[src/design/fmpd_pkg.sv]
// ----------------------------------------------------------------------------
// fmpd_pkg: shared constants for the fader motor position drive
// Operation codes, register indexes, direction codes and fixed field widths.
// ----------------------------------------------------------------------------
`timescale 1ns / 1ps

package fmpd_pkg;

  // default sizing handed to the top level
  localparam int FADER_COUNT_DEF = 8;
  localparam int SAMPLE_BITS_DEF = 10;

  // fixed field widths of the stream items
  localparam int OP_W     = 2;
  localparam int FADER_W  = 3;
  localparam int VALUE_W  = 10;
  localparam int POS_W    = 7;
  localparam int DIR_W    = 2;
  localparam int PWM_W    = 8;
  localparam int IN_TDATA_W  = 16;
  localparam int OUT_TDATA_W = 24;

  // configuration port
  localparam int CFG_IDX_W  = 3;
  localparam int CFG_DATA_W = 10;

  // mapping constants
  localparam int END_MARGIN = 4;
  localparam int FULL_SCALE = 100;

  // quotient bits produced by the serial divider
  localparam int QUO_W = 8;

  // operation codes
  localparam logic [OP_W-1:0] OP_SAMPLE   = 2'd0;
  localparam logic [OP_W-1:0] OP_SETPOINT = 2'd1;
  localparam logic [OP_W-1:0] OP_CAL_LOW  = 2'd2;
  localparam logic [OP_W-1:0] OP_CAL_HIGH = 2'd3;

  // register indexes
  localparam logic [CFG_IDX_W-1:0] CFG_MIN_PWM   = 3'd0;
  localparam logic [CFG_IDX_W-1:0] CFG_MAX_PWM   = 3'd1;
  localparam logic [CFG_IDX_W-1:0] CFG_SLOW_ZONE = 3'd2;
  localparam logic [CFG_IDX_W-1:0] CFG_FAST_ZONE = 3'd3;
  localparam logic [CFG_IDX_W-1:0] CFG_FB_SLOW   = 3'd4;
  localparam logic [CFG_IDX_W-1:0] CFG_FB_FAST   = 3'd5;
  localparam logic [CFG_IDX_W-1:0] CFG_TARGET_TOL = 3'd6;
  localparam logic [CFG_IDX_W-1:0] CFG_NOISE_TOL = 3'd7;

  // register reset values
  localparam logic [PWM_W-1:0]      MIN_PWM_RST    = 8'd60;
  localparam logic [PWM_W-1:0]      MAX_PWM_RST    = 8'd255;
  localparam logic [POS_W-1:0]      SLOW_ZONE_RST  = 7'd5;
  localparam logic [POS_W-1:0]      FAST_ZONE_RST  = 7'd30;
  localparam logic [POS_W-1:0]      TARGET_TOL_RST = 7'd1;
  localparam logic [VALUE_W-1:0]    NOISE_TOL_RST  = 10'd2;

  // motor direction codes
  localparam logic [DIR_W-1:0] DIR_STOP = 2'b00;
  localparam logic [DIR_W-1:0] DIR_UP   = 2'b01;
  localparam logic [DIR_W-1:0] DIR_DOWN = 2'b11;

endpackage

[src/design/fmpd_div.sv]
// ----------------------------------------------------------------------------
// fmpd_div: serial restoring divider
// Produces QUO_W quotient bits, one per cycle; the caller guarantees that
// the quotient fits, i.e. num_i < den_i * 2**QUO_W.
// ----------------------------------------------------------------------------
`timescale 1ns / 1ps

module fmpd_div #(
  parameter int NUM_W = fmpd_pkg::SAMPLE_BITS_DEF + 7,
  parameter int DEN_W = fmpd_pkg::SAMPLE_BITS_DEF
) (
  input  logic                       clk_i,
  input  logic                       rst_ni,
  input  logic                       start_i,
  input  logic [NUM_W-1:0]           num_i,
  input  logic [DEN_W-1:0]           den_i,
  output logic                       done_o,
  output logic [fmpd_pkg::QUO_W-1:0] quo_o
);

  localparam int QW    = fmpd_pkg::QUO_W;
  localparam int CNT_W = $clog2(QW);

  logic [DEN_W-1:0] rem_q;
  logic [DEN_W-1:0] den_q;
  logic [QW-1:0]    shf_q;
  logic [CNT_W-1:0] cnt_q;
  logic             busy_q;
  logic             done_q;

  logic [DEN_W:0]   trial;
  logic             fits;

  // bring down the next numerator bit and try the subtract
  assign trial = {rem_q, shf_q[QW-1]};
  assign fits  = trial >= {1'b0, den_q};

  always_ff @(posedge clk_i or negedge rst_ni) begin
    if (!rst_ni) begin
      busy_q <= 1'b0;
      cnt_q  <= '0;
      done_q <= 1'b0;
    end else begin
      done_q <= 1'b0;
      if (start_i) begin
        busy_q <= 1'b1;
        cnt_q  <= '0;
      end else if (busy_q) begin
        cnt_q <= cnt_q + CNT_W'(1);
        if (cnt_q == CNT_W'(QW - 1)) begin
          busy_q <= 1'b0;
          done_q <= 1'b1;
        end
      end
    end
  end

  always_ff @(posedge clk_i) begin
    if (start_i) begin
      rem_q <= DEN_W'(num_i >> QW);
      shf_q <= num_i[QW-1:0];
      den_q <= den_i;
    end else if (busy_q) begin
      rem_q <= fits ? DEN_W'(trial - {1'b0, den_q}) : trial[DEN_W-1:0];
      shf_q <= {shf_q[QW-2:0], fits};
    end
  end

  assign done_o = done_q;
  assign quo_o  = shf_q;

endmodule

[src/design/fader_motor_position_drive.sv]
// ----------------------------------------------------------------------------
// fader_motor_position_drive: per-fader motor drive for motorised faders
// A sample transaction (operation 0) carries one fader's raw ADC reading and
// the touch flag and yields one result: the fader's 0..100 position, motor
// direction, PWM duty and an at-target flag. Setpoint and calibration
// transactions (operations 1..3) update per-fader state and yield no result;
// transactions for a fader index not below FADER_COUNT are dropped. A sample
// runs through state read, position mapping, drive decision and result load;
// a reading on a calibration end skips the position scaling division and one
// needing no interpolated duty skips the duty interpolation division, both
// on the one shared serial divider, which produces one quotient bit per
// cycle. Setpoint and calibration transactions are written as they are
// accepted. The input is not ready while a sample is in work; a finished
// result waits in the output register, so the next transaction is accepted
// while it is still unclaimed. Per-fader state sits in small memories read
// at acceptance; entries never written read as their reset values through
// per-fader valid flags, so no clearing pass is needed after reset.
// Configuration writes are taken at any time but are meant for idle periods.
// ----------------------------------------------------------------------------
`timescale 1ns / 1ps

module fader_motor_position_drive #(
  parameter int FADER_COUNT = fmpd_pkg::FADER_COUNT_DEF,
  parameter int SAMPLE_BITS = fmpd_pkg::SAMPLE_BITS_DEF
) (
  input  logic                                clk_i,
  input  logic                                rst_ni,

  // register write channel
  input  logic                                cfg_valid_i,
  output logic                                cfg_ready_o,
  input  logic [fmpd_pkg::CFG_IDX_W-1:0]      cfg_index_i,
  input  logic [fmpd_pkg::CFG_DATA_W-1:0]     cfg_data_i,

  // input stream
  input  logic                                s_axis_tvalid,
  output logic                                s_axis_tready,
  // [2:0] fader, [12:3] value, [13] touched, [15:14] zero
  input  logic [fmpd_pkg::IN_TDATA_W-1:0]     s_axis_tdata,
  // [1:0] operation
  input  logic [fmpd_pkg::OP_W-1:0]           s_axis_tuser,

  // result stream
  output logic                                m_axis_tvalid,
  input  logic                                m_axis_tready,
  // [2:0] fader_out, [9:3] position, [11:10] motor_direction,
  // [19:12] motor_pwm, [20] at_target, [23:21] zero
  output logic [fmpd_pkg::OUT_TDATA_W-1:0]    m_axis_tdata
);

  localparam int IDX_W  = (FADER_COUNT > 1) ? $clog2(FADER_COUNT) : 1;
  localparam int SW     = SAMPLE_BITS + 2;            // signed compare width
  localparam int NUM_W  = SAMPLE_BITS + 7;            // (raw - lo) * 100
  localparam int DEN_W  = SAMPLE_BITS;
  localparam int FW     = fmpd_pkg::FADER_W;
  localparam int VW     = fmpd_pkg::VALUE_W;
  localparam int PW     = fmpd_pkg::POS_W;
  localparam int MW     = fmpd_pkg::PWM_W;
  localparam int DW     = fmpd_pkg::DIR_W;
  localparam int PRD_W  = PW + MW;                    // zone offset * duty span
  localparam logic [SAMPLE_BITS-1:0] SAMPLE_MAX = {SAMPLE_BITS{1'b1}};
  localparam logic [PW-1:0] FULL_POS = PW'(fmpd_pkg::FULL_SCALE);

  // sequencer states
  localparam logic [2:0] S_IDLE = 3'd0;
  localparam logic [2:0] S_READ = 3'd1;
  localparam logic [2:0] S_POS  = 3'd2;
  localparam logic [2:0] S_PDIV = 3'd3;
  localparam logic [2:0] S_DRV  = 3'd4;
  localparam logic [2:0] S_WDIV = 3'd5;
  localparam logic [2:0] S_OUT  = 3'd6;

  // --------------------------------------------------------------------------
  // Configuration registers
  // --------------------------------------------------------------------------
  logic [MW-1:0] min_pwm_q, max_pwm_q;
  logic [PW-1:0] slow_zone_q, fast_zone_q, fb_slow_q, fb_fast_q, target_tol_q;
  logic [VW-1:0] noise_tol_q;

  assign cfg_ready_o = 1'b1;

  always_ff @(posedge clk_i or negedge rst_ni) begin
    if (!rst_ni) begin
      min_pwm_q    <= fmpd_pkg::MIN_PWM_RST;
      max_pwm_q    <= fmpd_pkg::MAX_PWM_RST;
      slow_zone_q  <= fmpd_pkg::SLOW_ZONE_RST;
      fast_zone_q  <= fmpd_pkg::FAST_ZONE_RST;
      fb_slow_q    <= fmpd_pkg::SLOW_ZONE_RST;
      fb_fast_q    <= fmpd_pkg::FAST_ZONE_RST;
      target_tol_q <= fmpd_pkg::TARGET_TOL_RST;
      noise_tol_q  <= fmpd_pkg::NOISE_TOL_RST;
    end else if (cfg_valid_i && cfg_ready_o) begin
      unique case (cfg_index_i)
        fmpd_pkg::CFG_MIN_PWM:    min_pwm_q    <= cfg_data_i[MW-1:0];
        fmpd_pkg::CFG_MAX_PWM:    max_pwm_q    <= cfg_data_i[MW-1:0];
        fmpd_pkg::CFG_SLOW_ZONE:  slow_zone_q  <= cfg_data_i[PW-1:0];
        fmpd_pkg::CFG_FAST_ZONE:  fast_zone_q  <= cfg_data_i[PW-1:0];
        fmpd_pkg::CFG_FB_SLOW:    fb_slow_q    <= cfg_data_i[PW-1:0];
        fmpd_pkg::CFG_FB_FAST:    fb_fast_q    <= cfg_data_i[PW-1:0];
        fmpd_pkg::CFG_TARGET_TOL: target_tol_q <= cfg_data_i[PW-1:0];
        fmpd_pkg::CFG_NOISE_TOL:  noise_tol_q  <= cfg_data_i[VW-1:0];
        default: ;
      endcase
    end
  end

  // --------------------------------------------------------------------------
  // Input decode
  // --------------------------------------------------------------------------
  logic [2:0]               state_q, state_d;
  logic [FW-1:0]            in_fader;
  logic [VW-1:0]            in_value;
  logic                     in_touch;
  logic [FW+IDX_W-1:0]      in_fader_x;
  logic [IDX_W-1:0]         in_addr;
  logic [VW+SAMPLE_BITS-1:0] in_value_x;
  logic [SAMPLE_BITS-1:0]   in_val;
  logic [PW-1:0]            in_setpoint;
  logic                     in_acc, in_hit;
  logic                     wr_tgt, wr_lo, wr_hi, start_sample;

  assign in_fader   = s_axis_tdata[FW-1:0];
  assign in_value   = s_axis_tdata[FW+VW-1:FW];
  assign in_touch   = s_axis_tdata[FW+VW];
  assign in_fader_x = {{IDX_W{1'b0}}, in_fader};
  assign in_addr    = in_fader_x[IDX_W-1:0];
  // mask or widen the raw value to the sample width
  assign in_value_x = {{SAMPLE_BITS{1'b0}}, in_value};
  assign in_val     = in_value_x[SAMPLE_BITS-1:0];
  // saturate the setpoint to full scale
  assign in_setpoint = (in_val > SAMPLE_BITS'(fmpd_pkg::FULL_SCALE)) ?
                       FULL_POS : in_val[PW-1:0];

  assign s_axis_tready = (state_q == S_IDLE);
  assign in_acc        = s_axis_tvalid && s_axis_tready;
  // drop transactions for faders that do not exist
  assign in_hit        = in_acc && (int'(in_fader) < FADER_COUNT);
  assign wr_tgt        = in_hit && (s_axis_tuser == fmpd_pkg::OP_SETPOINT);
  assign wr_lo         = in_hit && (s_axis_tuser == fmpd_pkg::OP_CAL_LOW);
  assign wr_hi         = in_hit && (s_axis_tuser == fmpd_pkg::OP_CAL_HIGH);
  assign start_sample  = in_hit && (s_axis_tuser == fmpd_pkg::OP_SAMPLE);

  // --------------------------------------------------------------------------
  // Per-fader state: memories plus valid flags standing in for reset values
  // --------------------------------------------------------------------------
  logic [SAMPLE_BITS-1:0] held_mem [FADER_COUNT];
  logic [PW-1:0]          tgt_mem  [FADER_COUNT];
  logic [SAMPLE_BITS-1:0] lo_mem   [FADER_COUNT];
  logic [SAMPLE_BITS-1:0] hi_mem   [FADER_COUNT];

  logic [FADER_COUNT-1:0] held_vld_q, tgt_vld_q, lo_vld_q, hi_vld_q;
  logic [SAMPLE_BITS-1:0] held_rd_q, lo_rd_q, hi_rd_q;
  logic [PW-1:0]          tgt_rd_q;

  // item registers
  logic [FW-1:0]          fad_q;
  logic [IDX_W-1:0]       addr_q;
  logic [SAMPLE_BITS-1:0] val_q;
  logic                   touch_q;

  // held sample update
  logic                   held_vld;
  logic [SAMPLE_BITS-1:0] held_cur;
  logic [SAMPLE_BITS-1:0] jitter;
  logic                   take_new;
  logic                   held_wr;

  assign held_vld = held_vld_q[addr_q];
  assign held_cur = held_rd_q;
  assign jitter   = (val_q > held_cur) ? (val_q - held_cur) : (held_cur - val_q);
  // the first reading is always taken; later ones only beyond the jitter band
  assign take_new = !held_vld ||
                    ({{VW{1'b0}}, jitter} > {{SAMPLE_BITS{1'b0}}, noise_tol_q});
  assign held_wr  = (state_q == S_READ) && take_new;

  always_ff @(posedge clk_i) begin
    if (held_wr) held_mem[addr_q] <= val_q;
    if (start_sample) held_rd_q <= held_mem[in_addr];
  end

  always_ff @(posedge clk_i) begin
    if (wr_tgt) tgt_mem[in_addr] <= in_setpoint;
    if (start_sample) tgt_rd_q <= tgt_mem[in_addr];
  end

  always_ff @(posedge clk_i) begin
    if (wr_lo) lo_mem[in_addr] <= in_val;
    if (start_sample) lo_rd_q <= lo_mem[in_addr];
  end

  always_ff @(posedge clk_i) begin
    if (wr_hi) hi_mem[in_addr] <= in_val;
    if (start_sample) hi_rd_q <= hi_mem[in_addr];
  end

  always_ff @(posedge clk_i or negedge rst_ni) begin
    if (!rst_ni) begin
      held_vld_q <= '0;
      tgt_vld_q  <= '0;
      lo_vld_q   <= '0;
      hi_vld_q   <= '0;
    end else begin
      if (held_wr) held_vld_q[addr_q] <= 1'b1;
      if (wr_tgt)  tgt_vld_q[in_addr] <= 1'b1;
      if (wr_lo)   lo_vld_q[in_addr]  <= 1'b1;
      if (wr_hi)   hi_vld_q[in_addr]  <= 1'b1;
    end
  end

  // hold the sample item while it is in work
  always_ff @(posedge clk_i) begin
    if (start_sample) begin
      fad_q   <= in_fader;
      addr_q  <= in_addr;
      val_q   <= in_val;
      touch_q <= in_touch;
    end
  end

  // --------------------------------------------------------------------------
  // Working registers, loaded in S_READ
  // --------------------------------------------------------------------------
  logic [SAMPLE_BITS-1:0] raw_q, lo_q, hi_q;
  logic [PW-1:0]          tgt_q;

  always_ff @(posedge clk_i) begin
    if (state_q == S_READ) begin
      raw_q <= take_new ? val_q : held_cur;
      lo_q  <= lo_vld_q[addr_q] ? lo_rd_q : '0;
      hi_q  <= hi_vld_q[addr_q] ? hi_rd_q : SAMPLE_MAX;
      tgt_q <= tgt_vld_q[addr_q] ? tgt_rd_q : '0;
    end
  end

  // --------------------------------------------------------------------------
  // Position mapping (S_POS)
  // --------------------------------------------------------------------------
  logic signed [SW-1:0]   raw_x, lo_x, hi_x;
  logic                   at_low_end, at_high_end;
  logic [SAMPLE_BITS-1:0] pos_off, pos_span;
  logic [NUM_W-1:0]       pos_num;

  assign raw_x = $signed({2'b00, raw_q});
  assign lo_x  = $signed({2'b00, lo_q});
  assign hi_x  = $signed({2'b00, hi_q});
  // the low end is tested first, so a reading that meets both ends reads as zero
  assign at_low_end  = raw_x <= (lo_x + SW'(fmpd_pkg::END_MARGIN));
  assign at_high_end = raw_x >= (hi_x - SW'(fmpd_pkg::END_MARGIN));
  // between the ends lo < raw < hi, so both differences are positive
  assign pos_off  = raw_q - lo_q;
  assign pos_span = hi_q - lo_q;
  assign pos_num  = NUM_W'(pos_off) * NUM_W'(fmpd_pkg::FULL_SCALE);

  // --------------------------------------------------------------------------
  // Drive decision (S_DRV)
  // --------------------------------------------------------------------------
  logic [PW-1:0]        pos_q;
  logic signed [PW:0]   diff;
  logic [PW-1:0]        err_mag;
  logic                 move;
  logic [PW-1:0]        slow_c, fast_c, slow_e, fast_e;
  logic                 zones_bad;
  logic [PW-1:0]        zone_off, zone_span;
  logic                 duty_down;
  logic [MW-1:0]        duty_span;
  logic [PRD_W-1:0]     pwm_num;

  assign diff    = $signed({1'b0, tgt_q}) - $signed({1'b0, pos_q});
  assign err_mag = diff[PW] ? PW'(-diff) : diff[PW-1:0];
  assign move    = (err_mag > target_tol_q) && !touch_q;

  // clamp the zones to full scale, fall back when fast does not exceed slow
  assign slow_c    = (slow_zone_q > FULL_POS) ? FULL_POS : slow_zone_q;
  assign fast_c    = (fast_zone_q > FULL_POS) ? FULL_POS : fast_zone_q;
  assign zones_bad = fast_c <= slow_c;
  assign slow_e    = zones_bad ? fb_slow_q : slow_c;
  assign fast_e    = zones_bad ? fb_fast_q : fast_c;

  // interpolation only runs with slow_e < err_mag < fast_e
  assign zone_off  = err_mag - slow_e;
  assign zone_span = fast_e - slow_e;
  assign duty_down = max_pwm_q < min_pwm_q;
  assign duty_span = duty_down ? (min_pwm_q - max_pwm_q) : (max_pwm_q - min_pwm_q);
  assign pwm_num   = PRD_W'(zone_off) * PRD_W'(duty_span);

  // --------------------------------------------------------------------------
  // Shared divider
  // --------------------------------------------------------------------------
  logic                        div_start;
  logic [NUM_W-1:0]            div_num;
  logic [DEN_W-1:0]            div_den;
  logic                        div_done;
  logic [fmpd_pkg::QUO_W-1:0]  div_quo;
  logic                        interp;

  assign interp    = move && (err_mag < fast_e) && (err_mag > slow_e);
  assign div_start = ((state_q == S_POS) && !at_low_end && !at_high_end) ||
                     ((state_q == S_DRV) && interp);
  assign div_num   = (state_q == S_POS) ? pos_num : NUM_W'(pwm_num);
  assign div_den   = (state_q == S_POS) ? pos_span : DEN_W'(zone_span);

  fmpd_div #(
    .NUM_W (NUM_W),
    .DEN_W (DEN_W)
  ) u_div (
    .clk_i   (clk_i),
    .rst_ni  (rst_ni),
    .start_i (div_start),
    .num_i   (div_num),
    .den_i   (div_den),
    .done_o  (div_done),
    .quo_o   (div_quo)
  );

  // --------------------------------------------------------------------------
  // Sequencer
  // --------------------------------------------------------------------------
  logic          out_load;
  logic          m_valid_q;
  logic [DW-1:0] dir_q;
  logic [MW-1:0] pwm_q;
  logic          at_q;
  logic          down_q;

  assign out_load = (state_q == S_OUT) && (!m_valid_q || m_axis_tready);

  always_comb begin
    state_d = state_q;
    unique case (state_q)
      S_IDLE: if (start_sample) state_d = S_READ;
      S_READ: state_d = S_POS;
      S_POS:  state_d = div_start ? S_PDIV : S_DRV;
      S_PDIV: if (div_done) state_d = S_DRV;
      S_DRV:  state_d = div_start ? S_WDIV : S_OUT;
      S_WDIV: if (div_done) state_d = S_OUT;
      S_OUT:  if (out_load) state_d = S_IDLE;
      default: state_d = S_IDLE;
    endcase
  end

  always_ff @(posedge clk_i or negedge rst_ni) begin
    if (!rst_ni) begin
      state_q <= S_IDLE;
    end else begin
      state_q <= state_d;
    end
  end

  // position, direction and duty
  always_ff @(posedge clk_i) begin
    if (state_q == S_POS) begin
      if (at_low_end) begin
        pos_q <= '0;
      end else if (at_high_end) begin
        pos_q <= FULL_POS;
      end
    end else if ((state_q == S_PDIV) && div_done) begin
      pos_q <= div_quo[PW-1:0];
    end

    if (state_q == S_DRV) begin
      at_q   <= !move;
      down_q <= duty_down;
      if (!move) begin
        dir_q <= fmpd_pkg::DIR_STOP;
        pwm_q <= '0;
      end else begin
        dir_q <= diff[PW] ? fmpd_pkg::DIR_DOWN : fmpd_pkg::DIR_UP;
        if (err_mag >= fast_e) begin
          pwm_q <= max_pwm_q;
        end else if (err_mag <= slow_e) begin
          pwm_q <= min_pwm_q;
        end
      end
    end else if ((state_q == S_WDIV) && div_done) begin
      // quotient is truncated toward zero on the magnitude
      pwm_q <= down_q ? (min_pwm_q - div_quo) : (min_pwm_q + div_quo);
    end
  end

  // --------------------------------------------------------------------------
  // Output register
  // --------------------------------------------------------------------------
  logic [FW-1:0] out_fad_q;
  logic [PW-1:0] out_pos_q;
  logic [DW-1:0] out_dir_q;
  logic [MW-1:0] out_pwm_q;
  logic          out_at_q;

  always_ff @(posedge clk_i or negedge rst_ni) begin
    if (!rst_ni) begin
      m_valid_q <= 1'b0;
    end else if (out_load) begin
      m_valid_q <= 1'b1;
    end else if (m_axis_tready) begin
      m_valid_q <= 1'b0;
    end
  end

  always_ff @(posedge clk_i) begin
    if (out_load) begin
      out_fad_q <= fad_q;
      out_pos_q <= pos_q;
      out_dir_q <= dir_q;
      out_pwm_q <= pwm_q;
      out_at_q  <= at_q;
    end
  end

  assign m_axis_tvalid = m_valid_q;
  assign m_axis_tdata  = {3'b000, out_at_q, out_pwm_q, out_dir_q, out_pos_q, out_fad_q};

  // --------------------------------------------------------------------------
  // Assertions
  // --------------------------------------------------------------------------
  a_div_start_state: assert property (@(posedge clk_i) disable iff (!rst_ni)
    div_start |-> (state_q == S_POS || state_q == S_DRV))
    else $error("divider started outside a mapping or drive step");

  a_div_done_state: assert property (@(posedge clk_i) disable iff (!rst_ni)
    div_done |-> (state_q == S_PDIV || state_q == S_WDIV))
    else $error("divider finished while no division was awaited");

  a_stop_no_duty: assert property (@(posedge clk_i) disable iff (!rst_ni)
    (m_valid_q && out_dir_q == fmpd_pkg::DIR_STOP) |-> (out_pwm_q == '0))
    else $error("duty given with the motor stopped");

  a_target_flag: assert property (@(posedge clk_i) disable iff (!rst_ni)
    m_valid_q |-> (out_at_q == (out_dir_q == fmpd_pkg::DIR_STOP)))
    else $error("at-target flag disagrees with direction");

  a_pos_range: assert property (@(posedge clk_i) disable iff (!rst_ni)
    m_valid_q |-> (out_pos_q <= FULL_POS))
    else $error("position above full scale");

  a_result_follows: assert property (@(posedge clk_i) disable iff (!rst_ni)
    out_load |=> (m_valid_q && state_q == S_IDLE))
    else $error("result load did not present a result and free the input");

endmodule

[config.mk]
export PLATFORM = sky130hd
export DESIGN_NAME = fader_motor_position_drive
export DESIGN_NICKNAME = d
export VERILOG_FILES = /design/src/design/fmpd_pkg.sv /design/src/design/fmpd_div.sv /design/src/design/fader_motor_position_drive.sv
export SDC_FILE = /design/constraint.sdc
export NUM_CORES = 1
export LEC_CHECK = 0
export BUFFER_PORTS_ARGS = -buffer_cell sky130_fd_sc_hd__buf_4
export CAP_MARGIN = 10
export CELL_PAD_IN_SITES_DETAIL_PLACEMENT = 1
export CELL_PAD_IN_SITES_GLOBAL_PLACEMENT = 2
export CORE_ASPECT_RATIO = 0.75
export CORE_MARGIN = 2
export CORE_UTILIZATION = 35
export CTS_BUF_LIST = sky130_fd_sc_hd__clkbuf_8
export DETAILED_ROUTE_END_ITERATION = 12
export GPL_ROUTABILITY_DRIVEN = 0
export PLACE_DENSITY = 0.7
export RECOVER_POWER = 100
export SKIP_CTS_REPAIR_TIMING = 1
export SLEW_MARGIN = 15
export SYNTH_ARGS = -nofsm -noshare
export SYNTH_HDL_FRONTEND = slang
export SYNTH_SLANG_ARGS = --single-unit
[constraint.sdc]
create_clock -name clk_i -period 9.5 [get_ports clk_i]
set_input_delay 1.425 -clock clk_i [delete_from_list [all_inputs] [get_ports clk_i]]
set_output_delay 1.425 -clock clk_i [all_outputs]
set_load 0.01 [all_outputs]
==> summary.md <==
| Metric | Value |
|---|---|
| Status | finished, violations left |
| Failing checks | capacitance limit, slew limit |
| Top cell type's share of synthesized area | 0.473 |
| Total core area | 80,700 um^2 |
| Worst-Skew Late Latency | 0.73 ns |
| Yosys warning count | 0 |
| IO Count | 63 |
| CTS tree | yes |
| FMAX | 0.115 GHz |
| Fraction of the mapped netlist area in simple logic gates | 0.0956 |
| Worst path arrival time | 9.14 ns |
| Metal-1 WL | 38,300 um |
| Slew headroom | -1.49 |
| Delay-heaviest family, CP | adder cells |
| Xor/xnor cell area share of the yosys netlist | 0.0301 |
| Layout cells sized above 1 | 0.130 |
| DR WL met2 | 34,800 um |
| Dpl hpwl | 55,400 um |
| Dominant synthesized flop cell | edfxtp_1 |
| Root buf cell | clkbuf_8 |
| CP Max Fanout | 10 |
| HP Class | flop to flop |
| R2r startpoint | slow_zone_q[0] |
| Final Hold Fails | 0 |
| Vias in the first global route | 19,900 |
| Worst path slowest cell | o41ai_1 |
| Die span in y | 252 um |
| Post-Synth Adder-Cell Area | 0.123 |
| First-pass GRT wire length | 122,000 um |
| R2R Path End | u_div.rem_q[5] |
| Initial antenna violation count | 6 |
| DR vias | 18,700 |
| Type of the worst setup path | flop to flop |
| Seq/Total Area, Yosys | 0.564 |
| Worst EP required | 9.91 ns |
| DIE AREA | 84,200 um^2 |
| Clock transition at path regs | 0.07 ns |
| Post-synth top area cell | edfxtp_1 |
| Hold Slack | 0.421 ns |
| Post-route ant nets | 0 |
| Final period util | 0.919 |
| Layout area overhead | 12.3% |
| Final Setup Violations | 0 |
| DR pass1 iterations | 5 |
| Vias/cell | 5.28 |
| Tmin final | 8.73 ns |
| CTS max path bufs | 3 |
| Crit path buffers/inverters | 4 |
| Largest net degree at the start of global routing | 63 |
| Per-cell routed wire length | 22.4 um |
| Max stage delay on crit path | 0.59 ns |
| Global route overflow | 0 |
| Distinct cells, synth | 81 |
| 1st-iter DRT viols | 1,381 |
| MaxCap Viol Count | 7 |
| WHS Endpoint | out_pwm_q[2] |
| Post-synthesis mux area share | 0.0418 |
| Hold path depth | 0 |
| Final Skew | 0.0438 ns |
| Fillers | 8,502 |
| Highest metal used | met5 |
| Sink Count | 554 |
| Final Max Tran Viols | 243 |
| Reg2Reg Setup Slack | 0.77 ns |
| CTS buffer count | 91 |
| All-Layer GR Usage | 0.191 |
| HP Start | pwm_q[2] |
| Largest cells by area after synthesis | edfxtp_1 47%, ha_1 9.0%, dfrtp_1 6.6% |
| RSZ-0062 raised after global routing | no |
| Worst-Margin Slew | 3.73 ns |
| Synthesized cell area | 28,600 um^2 |
| Largest family of logic cells by synthesized area | adder cells |
| Worst path most repeated cell | fa_1 |
| Length of routed met3 wiring | 4240 um |
| # rows | 90 |
| Mapped Cells | 2,272 |
| Die Span X | 334 um |
| Synth Area in Compound Gates | 0.111 |
| IO buf count | 56 |
| Setup TNS | 0 ns |
| Number of synthesized flops with an enable pin | 451 |
| Syn avg cell area | 12.6 um^2 |
| Final net count | 2,690 |
| Async S/R FF share, synth | 0.184 |
| Post-Route WL | 79,400 um |
| CTS H-tree depth | 3 |
| Crit. End Element | flop |
| CP Launch Type | flop |
| DR DRC count | 0 |
| Post-synth top cells | 451 x edfxtp_1, 207 x ha_1, 188 x inv_1 |
| Reg2reg path depth | 30 |
| Starting density of the core | 0.355 |
| Most common cell in the netlist | edfxtp_1 |
| Synth Register Bits | 554 |
routing by layer:
layer  vias up  GRT usage
li1       8657          -
met1      9429      0.274
met2       477      0.295
met3       130     0.0309
met4         2     0.0577
met5         -          0
worst register-to-register path: cells and delay by family (launching register included):
family	cells	cell delay, ns
adders and majority gates	8	3.35
buffers and inverters	4	0.62
xor gates and xnor gates	1	0.11
and+or+nand+nor	3	0.53
AOI/OAI and AO/OA	12	2.83
muxes	2	0.50
DFF	1	0.53
cell families (layout without fill, tap and decap cells):
logic type               count (synthesis)  count (layout)
flip-flops                             554             554
AND/OR/NAND/NOR                        535             535
AO/OA/AOI/OAI                          468             468
buffers and inverters                  260             466
adder cells (fa/ha/maj)                254             254
multiplexers                           102             102
XOR/XNOR                                97              97
other                                    2               6
metrics by stage:
stage | instances | worst slack, ns | area (um^2) | utilization
detailed placement | 3367 | 0.954 | 30500 | 0.378
floorplan | 2274 | 1.48 | 28700 | -
finish | 3540 | 0.768 | 32200 | 0.399
global placement | 3367 | 1.10 | 30500 | 0.378
global route | 3539 | 0.187 | 32200 | 0.399
CTS | 3538 | 0.938 | 32500 | 0.403
how the worst max path moves through the flow:
stage | slack (ns) | end | from | depth (start not counted)
6_report | 0.77 | u_div.rem_q[5] | slow_zone_q[0] | 30
5_1_grt | 0.19 | u_div.rem_q[5] | slow_zone_q[1] | 30
4_1_cts | 0.94 | u_div.rem_q[5] | slow_zone_q[2] | 31
3_5_place_dp | 0.95 | u_div.rem_q[5] | slow_zone_q[0] | 29
3_3_place_gp | 1.10 | u_div.rem_q[5] | slow_zone_q[0] | 29
2_1_floorplan | 1.48 | u_div.rem_q[5] | slow_zone_q[0] | 31
area by class of cell:
cell class | instances | area, um^2 | area share
flip-flops and latches | 554 | 16100 | 0.502
inverters | 189 | 711 | 0.0221
diodes | 2 | 5.00 | 0.000156
clock inverters | 64 | 533 | 0.0166
well taps | 1058 | 1320 | 0.0411
multi-input cells | 1460 | 11500 | 0.357
repair buffers | 106 | 499 | 0.0155
clock buffers | 107 | 1470 | 0.0458
cell usage in the layout, fill, tap and decap left out, types with 31 or more instances in the layout:
master and instances:
ha_1 207, a21oi_1 82, fa_1 45, edfxtp_1 451, nand4_1 51, clkbuf_1 79, mux2i_1 40, nor2b_1 31
dfrtp_1 76, nor3_1 34, a22oi_1 149, inv_1 207, a21o_1 38, xnor2_1 71, o21ai_0 94, nor2_1 136
nand2_1 101, clkbuf_8 107, mux2_2 49, or2_2 63
flip-flops by register name, summed over array words and instances, names as in the netlist, 56 cells and up:
name and count:
lo_mem 80, held_mem 80, hi_mem 80, tgt_mem 56
Power is not shown: default switching activity piles up to over one toggle a cycle in this logic, so the estimate is an artifact.
